### src/hdl/bezier_easing_progress_defines.svh
// assertion macros for the easing progress block
`ifndef BEZIER_EASING_PROGRESS_DEFINES_SVH
`define BEZIER_EASING_PROGRESS_DEFINES_SVH

// condition holds at every edge out of reset
`define BEP_ALWAYS(label, cond, msg) \
  label: assert property (@(posedge clk) disable iff (rst) (cond)) else $error(msg);

// antecedent implies consequent in the same cycle
`define BEP_IMPLY(label, ante, cons, msg) \
  label: assert property (@(posedge clk) disable iff (rst) (ante) |-> (cons)) else $error(msg);

`endif

### src/hdl/bep_pkg.sv
// constants shared by the easing progress block
package bep_pkg;

  localparam int FRAC_BITS    = 16;
  localparam int NEWTON_STEPS = 12;

  localparam int T_W     = FRAC_BITS + 1;
  localparam int ACC_W   = 22;
  localparam int REM_W   = 20;
  localparam int ITER_W  = $clog2(NEWTON_STEPS + 1);
  localparam int CNT_W   = $clog2(FRAC_BITS);
  localparam int CFG_IDX_W  = 3;
  localparam int CFG_DATA_W = 19;

  localparam logic [T_W-1:0]          ONE_Q   = T_W'(1 << FRAC_BITS);
  localparam logic signed [ACC_W-1:0] TWO_ACC = ACC_W'(2 << FRAC_BITS);

  localparam logic [CFG_IDX_W-1:0] REG_CTRL1_X     = 3'd0;
  localparam logic [CFG_IDX_W-1:0] REG_CTRL1_Y     = 3'd1;
  localparam logic [CFG_IDX_W-1:0] REG_CTRL2_X     = 3'd2;
  localparam logic [CFG_IDX_W-1:0] REG_CTRL2_Y     = 3'd3;
  localparam logic [CFG_IDX_W-1:0] REG_DURATION_MS = 3'd4;
  localparam logic [CFG_IDX_W-1:0] REG_EASE_ENABLE = 3'd5;

  localparam logic [16:0]        RST_CTRL1_X     = 17'd35389;
  localparam logic signed [18:0] RST_CTRL1_Y     = 19'sd0;
  localparam logic [16:0]        RST_CTRL2_X     = 17'd22282;
  localparam logic signed [18:0] RST_CTRL2_Y     = 19'sd64881;
  localparam logic [15:0]        RST_DURATION_MS = 16'd3000;

endpackage

### src/hdl/bezier_easing_progress.sv
// eased transition progress through a cubic bezier solved by newton steps
//
// usage: pulse start with elapsed_ms while busy is low; the word is taken
// at that edge. the result word (progress, done_res) appears for one cycle
// with strobe high and must be taken then; the receiver cannot stall.
// a new word may be started in the same cycle as strobe.
// registers are written through cfg_valid/cfg_ready/cfg_index/cfg_data
// while busy is low; cfg_ready is always high; unknown indexes are dropped.
// sequence from accept to strobe:
//   finished transition (elapsed >= duration): strobe straight from idle
//   linear mode: the time divider (16 quotient bits), then strobe
//   eased mode: the time divider, then n <= 12 newton steps and the y curve;
//   a step skips the divider when it saturates, and the loop may stop early
// one item at a time; the cost is set by the single shared multiplier
// (one product per cycle) and the one-bit-per-cycle restoring divider.
// reset restores the register defaults, returns to idle, drops any word.
module bezier_easing_progress (
  input  logic                          clk,
  input  logic                          rst,
  input  logic                          start,
  output logic                          busy,
  input  logic [23:0]                   elapsed_ms,
  output logic                          strobe,
  output logic signed [18:0]            progress,
  output logic                          done_res,
  input  logic                          cfg_valid,
  output logic                          cfg_ready,
  input  logic [bep_pkg::CFG_IDX_W-1:0]  cfg_index,
  input  logic [bep_pkg::CFG_DATA_W-1:0] cfg_data
);
  import bep_pkg::*;
  `include "bezier_easing_progress_defines.svh"

  localparam logic [3:0] S_IDLE = 4'd0;
  localparam logic [3:0] S_DIV  = 4'd1;
  localparam logic [3:0] S_POST = 4'd2;
  localparam logic [3:0] S_M0   = 4'd3;
  localparam logic [3:0] S_M1   = 4'd4;
  localparam logic [3:0] S_M2   = 4'd5;
  localparam logic [3:0] S_M3   = 4'd6;
  localparam logic [3:0] S_M4   = 4'd7;
  localparam logic [3:0] S_M5   = 4'd8;
  localparam logic [3:0] S_B0   = 4'd9;
  localparam logic [3:0] S_B1   = 4'd10;
  localparam logic [3:0] S_D0   = 4'd11;
  localparam logic [3:0] S_D1   = 4'd12;
  localparam logic [3:0] S_D2   = 4'd13;
  localparam logic [3:0] S_CHK  = 4'd14;

  logic [16:0]        ctrl1_x;
  logic signed [18:0] ctrl1_y;
  logic [16:0]        ctrl2_x;
  logic signed [18:0] ctrl2_y;
  logic [15:0]        duration_ms;
  logic               ease_enable;

  logic [3:0]              state;
  logic [T_W-1:0]          t;
  logic [FRAC_BITS-1:0]    raw;
  logic [ITER_W-1:0]       iter;
  logic                    phase_y;
  logic                    div_raw;
  logic                    sat;
  logic                    neg;
  logic [CNT_W-1:0]        cnt;
  logic [REM_W-1:0]        rem;
  logic [REM_W-1:0]        dvs;
  logic [FRAC_BITS-1:0]    quo;
  logic [T_W-1:0]          m_mm, m_mt, m_tt, p_a, p_b, p_c;
  logic signed [ACC_W-1:0] acc, err, dx;

  logic [T_W-1:0]          mt;
  logic signed [17:0]      d21, omp2;
  logic signed [17:0]      a_op;
  logic signed [18:0]      b_op;
  logic signed [36:0]      prod;
  logic [36:0]             prod_mag;
  logic signed [ACC_W-1:0] mul_res, mul3;
  logic [REM_W:0]          rem_sh;
  logic                    rem_ge;
  logic [REM_W-1:0]        rem_next;
  logic [FRAC_BITS-1:0]    quo_next;
  logic signed [ACC_W-1:0] err_abs, dx_abs, y_sum;
  logic signed [18:0]      y_sat;
  logic signed [18:0]      t_ext, q_ext, tn;
  logic [T_W-1:0]          t_clamp;

  assign cfg_ready = 1'b1;
  assign busy      = (state != S_IDLE);

  always_ff @(posedge clk) begin
    if (rst) begin
      ctrl1_x     <= RST_CTRL1_X;
      ctrl1_y     <= RST_CTRL1_Y;
      ctrl2_x     <= RST_CTRL2_X;
      ctrl2_y     <= RST_CTRL2_Y;
      duration_ms <= RST_DURATION_MS;
      ease_enable <= 1'b1;
    end else if (cfg_valid && cfg_ready) begin
      unique case (cfg_index)
        REG_CTRL1_X:     ctrl1_x     <= cfg_data[16:0];
        REG_CTRL1_Y:     ctrl1_y     <= $signed(cfg_data[18:0]);
        REG_CTRL2_X:     ctrl2_x     <= cfg_data[16:0];
        REG_CTRL2_Y:     ctrl2_y     <= $signed(cfg_data[18:0]);
        REG_DURATION_MS: duration_ms <= cfg_data[15:0];
        REG_EASE_ENABLE: ease_enable <= cfg_data[0];
        default: ;
      endcase
    end
  end

  assign mt   = ONE_Q - t;
  assign d21  = $signed({1'b0, ctrl2_x}) - $signed({1'b0, ctrl1_x});
  assign omp2 = $signed({1'b0, ONE_Q}) - $signed({1'b0, ctrl2_x});

  // shared multiplier operand select
  always_comb begin
    a_op = '0;
    b_op = '0;
    unique case (state)
      S_M0: begin a_op = $signed({1'b0, mt});   b_op = $signed({2'b0, mt}); end
      S_M1: begin a_op = $signed({1'b0, mt});   b_op = $signed({2'b0, t});  end
      S_M2: begin a_op = $signed({1'b0, t});    b_op = $signed({2'b0, t});  end
      S_M3: begin a_op = $signed({1'b0, m_mm}); b_op = $signed({2'b0, t});  end
      S_M4: begin a_op = $signed({1'b0, m_mt}); b_op = $signed({2'b0, t});  end
      S_M5: begin a_op = $signed({1'b0, m_tt}); b_op = $signed({2'b0, t});  end
      S_B0: begin
        a_op = $signed({1'b0, p_a});
        b_op = phase_y ? ctrl1_y : $signed({2'b0, ctrl1_x});
      end
      S_B1: begin
        a_op = $signed({1'b0, p_b});
        b_op = phase_y ? ctrl2_y : $signed({2'b0, ctrl2_x});
      end
      S_D0: begin a_op = $signed({1'b0, m_mm}); b_op = $signed({2'b0, ctrl1_x}); end
      S_D1: begin a_op = $signed({1'b0, m_mt}); b_op = 19'(d21);  end
      S_D2: begin a_op = $signed({1'b0, m_tt}); b_op = 19'(omp2); end
      default: ;
    endcase
  end

  // product truncated toward zero
  assign prod     = a_op * b_op;
  assign prod_mag = prod[36] ? 37'(-prod) : 37'(prod);
  assign mul_res  = prod[36] ? -$signed({1'b0, prod_mag[36:FRAC_BITS]})
                             :  $signed({1'b0, prod_mag[36:FRAC_BITS]});
  assign mul3     = (mul_res <<< 1) + mul_res;

  // restoring divider step
  assign rem_sh   = {rem, 1'b0};
  assign rem_ge   = (rem_sh >= {1'b0, dvs});
  assign rem_next = rem_ge ? REM_W'(rem_sh - {1'b0, dvs}) : rem_sh[REM_W-1:0];
  assign quo_next = {quo[FRAC_BITS-2:0], rem_ge};

  assign err_abs = err[ACC_W-1] ? -err : err;
  assign dx_abs  = dx[ACC_W-1] ? -dx : dx;

  always_comb begin
    y_sum = acc + mul3;
    if (y_sum > TWO_ACC) begin
      y_sat = TWO_ACC[18:0];
    end else if (y_sum < -TWO_ACC) begin
      y_sat = 19'(-TWO_ACC);
    end else begin
      y_sat = y_sum[18:0];
    end
  end

  // newton update with clamp to the unit interval
  always_comb begin
    t_ext = $signed({2'b0, t});
    q_ext = $signed({3'b0, quo});
    tn    = neg ? t_ext + q_ext : t_ext - q_ext;
    if (sat) begin
      t_clamp = neg ? ONE_Q : '0;
    end else if (tn[18]) begin
      t_clamp = '0;
    end else if (tn > $signed({2'b0, ONE_Q})) begin
      t_clamp = ONE_Q;
    end else begin
      t_clamp = tn[T_W-1:0];
    end
  end

  always_ff @(posedge clk) begin
    if (rst) begin
      state   <= S_IDLE;
      strobe  <= 1'b0;
      t       <= '0;
      iter    <= '0;
      phase_y <= 1'b0;
      div_raw <= 1'b0;
      sat     <= 1'b0;
      cnt     <= '0;
    end else begin
      strobe <= 1'b0;
      unique case (state)
        S_IDLE: begin
          if (start) begin
            if (elapsed_ms >= {8'b0, duration_ms}) begin
              progress <= $signed({2'b0, ONE_Q});
              done_res <= 1'b1;
              strobe   <= 1'b1;
            end else begin
              rem     <= REM_W'(elapsed_ms[15:0]);
              dvs     <= REM_W'(duration_ms);
              div_raw <= 1'b1;
              cnt     <= '0;
              state   <= S_DIV;
            end
          end
        end
        S_DIV: begin
          rem <= rem_next;
          quo <= quo_next;
          cnt <= cnt + 1'b1;
          if (cnt == CNT_W'(FRAC_BITS - 1)) begin
            state <= S_POST;
          end
        end
        S_POST: begin
          if (div_raw) begin
            if (ease_enable) begin
              t       <= {1'b0, quo};
              raw     <= quo;
              iter    <= '0;
              phase_y <= 1'b0;
              state   <= S_M0;
            end else begin
              progress <= $signed({3'b0, quo});
              done_res <= 1'b0;
              strobe   <= 1'b1;
              state    <= S_IDLE;
            end
          end else begin
            t    <= t_clamp;
            iter <= iter + 1'b1;
            if (iter + 1'b1 == ITER_W'(NEWTON_STEPS)) begin
              phase_y <= 1'b1;
            end
            state <= S_M0;
          end
        end
        S_M0: begin m_mm <= mul_res[T_W-1:0]; state <= S_M1; end
        S_M1: begin m_mt <= mul_res[T_W-1:0]; state <= S_M2; end
        S_M2: begin m_tt <= mul_res[T_W-1:0]; state <= S_M3; end
        S_M3: begin p_a  <= mul_res[T_W-1:0]; state <= S_M4; end
        S_M4: begin p_b  <= mul_res[T_W-1:0]; state <= S_M5; end
        S_M5: begin p_c  <= mul_res[T_W-1:0]; state <= S_B0; end
        S_B0: begin
          acc   <= $signed({5'b0, p_c}) + mul3;
          state <= S_B1;
        end
        S_B1: begin
          acc <= y_sum;
          if (phase_y) begin
            progress <= y_sat;
            done_res <= 1'b0;
            strobe   <= 1'b1;
            state    <= S_IDLE;
          end else begin
            state <= S_D0;
          end
        end
        S_D0: begin
          err   <= acc - $signed({6'b0, raw});
          dx    <= mul3;
          state <= S_D1;
        end
        S_D1: begin
          dx    <= dx + (mul3 <<< 1);
          state <= S_D2;
        end
        S_D2: begin
          dx    <= dx + mul3;
          state <= S_CHK;
        end
        S_CHK: begin
          if (err == '0 || dx == '0) begin
            phase_y <= 1'b1;
            state   <= S_M0;
          end else begin
            neg     <= err[ACC_W-1] ^ dx[ACC_W-1];
            div_raw <= 1'b0;
            if (err_abs >= dx_abs) begin
              sat   <= 1'b1;
              state <= S_POST;
            end else begin
              sat   <= 1'b0;
              rem   <= err_abs[REM_W-1:0];
              dvs   <= dx_abs[REM_W-1:0];
              cnt   <= '0;
              state <= S_DIV;
            end
          end
        end
        default: state <= S_IDLE;
      endcase
    end
  end

  `BEP_ALWAYS(a_t_in_range, t <= ONE_Q, "newton estimate left the unit interval")
  `BEP_ALWAYS(a_iter_bound, iter <= ITER_W'(NEWTON_STEPS), "newton step count overran")
  `BEP_IMPLY(a_rem_below, state == S_DIV, rem < dvs, "divider remainder not below divisor")
  `BEP_IMPLY(a_out_sat, strobe,
             progress <= $signed(TWO_ACC[18:0]) && progress >= 19'(-TWO_ACC),
             "progress word outside saturation range")
  `BEP_IMPLY(a_done_one, strobe && done_res, progress == $signed({2'b0, ONE_Q}),
             "finished word without full progress")

endmodule

### config.mk
export PLATFORM = sky130hd
export DESIGN_NAME = bezier_easing_progress
export DESIGN_NICKNAME = d
export VERILOG_FILES = /design/src/hdl/bep_pkg.sv /design/src/hdl/bezier_easing_progress.sv
export VERILOG_INCLUDE_DIRS = /design/src /design/src/hdl
export SDC_FILE = /design/constraint.sdc
export NUM_CORES = 2
export LEC_CHECK = 0
export BUFFER_PORTS_ARGS = -buffer_cell sky130_fd_sc_hd__clkbuf_2
export CAP_MARGIN = 20
export CORE_ASPECT_RATIO = 1.2
export CORE_MARGIN = 2
export CORE_UTILIZATION = 60
export DETAILED_ROUTE_END_ITERATION = 7
export PLACE_DENSITY_LB_ADDON = 0.2
export SETUP_SLACK_MARGIN = 0.2
export SLEW_MARGIN = 5
export SYNTH_ARGS = -nofsm -noshare
export SYNTH_HDL_FRONTEND = slang
export SYNTH_SLANG_ARGS = --single-unit
### constraint.sdc
create_clock -name clk -period 53 [get_ports clk]
set_clock_uncertainty 0.1 [all_clocks]
set_input_delay 0 -clock clk [delete_from_list [all_inputs] [get_ports clk]]
set_output_delay 0 -clock clk [all_outputs]
set_load 0.03 [all_outputs]
# Yosys cells after proc, flatten, opt, wreduce, memory -nomap -nowiden
# Cells that the tools add are included.
# Widths: inputs -> output; s select.
# totals
register_bits	383
input_bits	50
out_inout_bits	23
elab_cells	210
# op_classes
add_sub_neg	18
mul	1
n_lt_le_gt_ge	6
n_eq_ne	34
mux	74
bitwise	3
n_reduce_logical	44
# ops
operator	count
$mux 19	10
$mux 20	9
$pmux 19 s7	1
$pmux 17 s7	1
$mux 17	6
$add 22x22->22	4
$mux 22	3
$pmux 22 s3	1
$pmux 20 s3	1
$pmux 4 s15	1
$pmux 19 s3	1
$logic_not 22->1	2
$mux 4	11
$neg 22->22	2
$pmux 22 s2	1
$pmux 20 s2	1
$mul 18x19->37	1
$mux 37	1
$neg 37->37	1
$eq 4x4->1 const B	9
$reduce_and 2->1	18
$ge 24x16->1	1
$add 18x22->22	1
$ge 22x22->1	1
other kinds (41)	92

# Logic depth before layout (Yosys ltp)
# logic_depth
word_depth	15
depth_mapped	79
ltp_nobuf	78

# Worst setup path before layout
# OpenSTA, ideal clock, no wires.
# synth_path
path_type	reg2reg
from	reg ctrl1_x[2]
to	reg progress[10], data pin
setup_time_ns	0.274
arrival_time_ns	16.265
required_ns	52.626
setup_slack_ns	36.361
stages_incl_launch_ff	74
path_buffers	2
period_less_slack_ns	16.639
cell_sequence	dfxtp_1 > inv_1 > ha_1 > a21o_1 > a21o_1 > a21oi_1 > o21ai_0 > a21oi_1 > inv_1 > a21oi_1 > o41ai_1 > a21o_1 > a21o_1 > a21o_1 > a21o_1 > a21o_1 > a21o_1 > a21oi_1 > [38 not listed] > a21oi_1 > o21ai_0 > a21o_1 > a221o_1 > a21o_1 > mux2i_1 > xor2_1 > inv_1 > ha_1 > a21o_1 > o311a_1 > a311oi_1 > nor2_1 > o2111ai_1 > nand2_1 > nor2_2 > buf_4 > o22ai_1
# synth_between
elab_chain_cells	14
# synth_lines
element	line_no	text
start, declared	bezier_easing_progress.sv:50	logic [16:0] ctrl1_x;
start signal, assigned	bezier_easing_progress.sv:101	REG_CTRL1_X: ctrl1_x <= cfg_data[16:0];
$sub 17x17->18 / $mux 19 (equally long branches)	bezier_easing_progress.sv:113, bezier_easing_progress.sv:129	
$pmux 19 s7 (*)	bezier_easing_progress.sv:120	unique case (state)
$mul 18x19->37 (*)	bezier_easing_progress.sv:143	assign prod = a_op * b_op;
$neg 37->37	bezier_easing_progress.sv:144	assign prod_mag = prod[36] ? 37'(-prod) : 37'(prod);
$mux 37	bezier_easing_progress.sv:144	
$neg 21->22	bezier_easing_progress.sv:145	assign mul_res = prod[36] ? -$signed({1'b0, prod_mag[36:FRAC_BITS]})
$mux 22 (*)	bezier_easing_progress.sv:145	
$add 22x22->22 (*)	bezier_easing_progress.sv:147	assign mul3 = (mul_res <<< 1) + mul_res;
net mul3[0]	bezier_easing_progress.sv:78	logic signed [ACC_W-1:0] mul_res, mul3;
$add 22x22->22 (*)	bezier_easing_progress.sv:159	y_sum = acc + mul3;
$lt 22x18->1	bezier_easing_progress.sv:162	end else if (y_sum < -TWO_ACC) begin
$mux 19	bezier_easing_progress.sv:162	
$mux 19 (*)	bezier_easing_progress.sv:160	if (y_sum > TWO_ACC) begin
$mux 19 (*)	bezier_easing_progress.sv:256	if (phase_y) begin
$pmux 19 s3 (*)	bezier_easing_progress.sv:197	unique case (state)
end signal, assigned	bezier_easing_progress.sv:201	progress <= $signed({2'b0, ONE_Q});
end signal, assigned	bezier_easing_progress.sv:230	progress <= $signed({3'b0, quo});
end signal, assigned	bezier_easing_progress.sv:257	progress <= y_sat;
end, declared	bezier_easing_progress.sv:24	output logic signed [18:0] progress,
# Mark *: on every way through the listed nets, which the timed path passes. The rest lies on a longest branch. The select of a mux whose other input is x is not followed.
# A chain may end at the register's enable or synchronous reset.

# Worst setup path after layout
# layout_path
from	reg ctrl2_x[2]
to	reg progress[6], data pin
# layout_between
elab_chain_cells	14
# layout_lines
element	line_no	text
start, declared	bezier_easing_progress.sv:52	logic [16:0] ctrl2_x;
start signal, assigned	bezier_easing_progress.sv:103	REG_CTRL2_X: ctrl2_x <= cfg_data[16:0];
$sub 17x17->18 (tied with other cells)	bezier_easing_progress.sv:114	assign omp2 = $signed({1'b0, ONE_Q}) - $signed({1'b0, ctrl2_x});
$pmux 19 s7 (*)	bezier_easing_progress.sv:120	
$mul 18x19->37 (*)	bezier_easing_progress.sv:143	
$neg 37->37	bezier_easing_progress.sv:144	
$mux 37	bezier_easing_progress.sv:144	
$neg 21->22	bezier_easing_progress.sv:145	
$mux 22 (*)	bezier_easing_progress.sv:145	
$add 22x22->22 (*)	bezier_easing_progress.sv:147	
net mul3[0]	bezier_easing_progress.sv:78	
$add 22x22->22 (*)	bezier_easing_progress.sv:159	
$lt 22x18->1	bezier_easing_progress.sv:162	
$mux 19	bezier_easing_progress.sv:162	
$mux 19 (*)	bezier_easing_progress.sv:160	
$mux 19 (*)	bezier_easing_progress.sv:256	
$pmux 19 s3 (*)	bezier_easing_progress.sv:197	
# Marked as above.

==> flow_metrics.tcl <==
set metrics [dict create \
    status "finished, violations left" \
    violations "DRC" \
    p_switching_w 0.000199 \
    grt_use_total_pct 35.3 \
    combPwrFrac_pct 12.7 \
    critPathKind "reg2reg" \
    hold_class "in2reg" \
    highest_layer "met4" \
    gp_congestion 1.00 \
    ys_seq_area_share_pct 25.8 \
    multi_input_area_sq_mm 0.0267 \
    finalCritPeriodShare_pct 36.1 \
    synth.top_cell.area_share_pct 19.7 \
    wl_met2_mm 59.0 \
    start_kind "flip-flop" \
    synth_area_sq_mm 0.0399 \
    synth.avg_cell_area_sq_um 8.84 \
    yosys-top-cells-area "edfxtp_1 20%, fa_1 17%, ha_1 10%" \
    ys_warn_count 0 \
    cts_resized 0 \
    synth_cell_type_count 113 \
    dp.cells 5319 \
    grt_setup_unrepaired "no" \
    drive_above_1_share_pct 6.53 \
    core_sq_mm 0.0657 \
    place_area_sq_mm 0.0412 \
    period_needed_ns 19.13 \
    drc 4 \
    setup_viol 0 \
    drt-vias-per-instance 6.23 \
    clkLatencyLatePin_ns 0.56 \
    synth_flop_cell "edfxtp_1" \
    cts_buffer_depth 3 \
    numCtsBuffers 39 \
    cp-end-kind "flip-flop" \
    synth_area_leader_cell "edfxtp_1" \
    numPortBuffers 71 \
    ant_nets 0 \
    fp.dieArea_sq_mm 0.0685 \
    drtIter0Drc 3043 \
    first_global_vias 33219 \
    drt_pre_antenna_iters 8 \
    max_stage_delay_ns 0.79 \
    cp_max_fo 17 \
    slew_headroom_pct 25.9 \
    ys_top_cells_by_count "590 x inv_1, 503 x nand2_1, 405 x nor2_1" \
    ys_seq_elements 383 \
    cts_tree "yes" \
    cp.arrival_ns 19.30 \
    fill_cells 5487 \
    power_density_mw_per_mm2 16.7 \
    die_x_microns 239 \
    fp.dieH_microns 286 \
    grt-ovfl-total 0 \
    cts.sinks 383 \
    fin_area_sq_mm 0.0430 \
    hold_viol_final 0 \
    post-dp-hpwl_mm 95.0 \
    slowest_stage "fa_1" \
    max_slew.worst_pin.slew_ns 1.10 \
    internal_power_w 0.000519 \
    cts_max_level 2 \
    report.final.slew_viol_count 0 \
    path_clk_slew_ns 0.07 \
    required_ns 53.17 \
    fmax_mhz 52.3 \
    leakagePower_nw 19.2 \
    wl_met3_mm 7.99 \
    antenna_cells 0 \
    seqPwrFrac_pct 47.6 \
    async_flop_share_pct 0 \
    r2r_slack_ns 33.87 \
    crit_path_frequent_cell "a21o_1" \
    wirelength_mm 121 \
    nNetsFinal 5266 \
    met1_length_mm 43.1 \
    synth_edf_count 261 \
    setup-tns-final_ns 0 \
    syn_inst 4511 \
    num_rows 103 \
    start_util_pct 60.6 \
    instances_no_fill 5435 \
    ir_worst_vdd_mv 0.0198 \
    synth_fp_nets 5212 \
    grt_max_degree 83 \
    cts_root_buf "clkbuf_16" \
    routedWlPerCell_microns 22.2 \
    max-cap-violations 0 \
    antenna_found_initial 0 \
    synthToLayoutAreaGrowth_pct 7.76 \
    vias 33842 \
    grt_first_pass_wirelength_mm 186 \
    swShare_pct 27.7 \
    seq_area_sq_mm 0.0103 \
    io_pins 73 \
    yosysMostFrequentCell "inv_1" \
    clock_power_share_pct 39.7 \
]
area by class of cell:
type	instances	area share [%]
tap	840	2.45
clock inverter	26	0.568
inverter	592	5.18
sequential	383	23.9
clock buffer	45	2.45
multi-input combinational	3360	62.3
timing repair buffer	189	3.17
power groups by stage:
stage          Combinational [W]  Sequential, W  Clock, W
2_1_floorplan          0.0000600       0.000345         0
3_3_place_gp           0.0000861       0.000348         0
3_5_place_dp           0.0000872       0.000348         0
4_1_cts                0.0000899       0.000341  0.000287
5_1_grt                 0.000100       0.000343  0.000297
6_report               0.0000910       0.000342  0.000285
per-stage QoR:
| step | utilization (%) | total power (W) | hold WS, ns | setup slack (ns) |
|---|---|---|---|---|
| final | 65.4 | 0.000718 | 0.206 | 33.87 |
| after CTS | 65.3 | 0.000718 | 0.188 | 34.07 |
| after detailed placement | 62.7 | 0.000435 | 0.182 | 34.10 |
| after floorplan | - | 0.000405 | 0.0178 | 36.36 |
| after global routing | 65.4 | 0.000739 | 0.212 | 32.38 |
| after global placement | 62.7 | 0.000434 | 0.176 | 34.60 |
cells by family after synthesis:
kind of cell	count (synthesis)	share of synthesized area [%]
buffers and inverters	768	7.47
adders and majority gates	651	26.7
other	1	0.00941
DFF	383	25.8
xor gates and xnor gates	251	5.64
and+or+nand+nor	1378	15.9
AOI/OAI and AO/OA	1039	17.4
muxes	40	1.07
cell usage in the layout (no fill, tap or decap), drive strengths merged, types with 116 or more instances in the layout:
cell / n
a21oi: 245
clkbuf: 116
dfxtp: 122
edfxtp: 261
fa: 331
ha: 320
inv: 598
nand2: 504
nor2: 407
o21ai: 257
xnor2: 156
registers in the layout (all words and copies together), names as in the netlist, 19 cells and up:
signal / flops
acc: 22
ctrl1_y: 19
ctrl2_y: 19
dvs: 20
dx: 22
err: 22
progress: 19
rem: 20
critical path, delay by kind of cell (launching register included):
| family | cells | cell delay (ns) |
|---|---|---|
| compound gates | 40 | 8.65 |
| xor+xnor | 4 | 1.35 |
| fa+ha+maj | 11 | 5.24 |
| buf+inv | 8 | 1.08 |
| flops | 1 | 0.44 |
| mux | 1 | 0.18 |
| simple gates | 12 | 1.77 |
final timing paths:
path                                                 end  cells past startpoint               startpoint
worst max-delay path               progress[6]$_DFFE_PP_                     76  ctrl2_x[2]$_SDFFE_PP0P_
worst min-delay path            ctrl2_y[18]$_SDFFE_PP0P_                      4             cfg_data[18]
worst min register to register   ctrl2_y[3]$_SDFFE_PP0P_                      2  ctrl2_y[3]$_SDFFE_PP0P_
worst max register to register     progress[6]$_DFFE_PP_                     76  ctrl2_x[2]$_SDFFE_PP0P_
timing repair:
item	4_1_cts	5_1_grt
buffers inserted	0	0
endpoints found under the hold margin	122	0
hold buffers	42	0
per-layer routing:
metal | vias to the layer above | global-route usage, %
li1 | 15575 | -
met1 | 16352 | 40.5
met2 | 1466 | 60.7
met3 | 449 | 4.18
met4 | 0 | 26.3
met5 | - | 0
(Power assumes the default switching activity.)
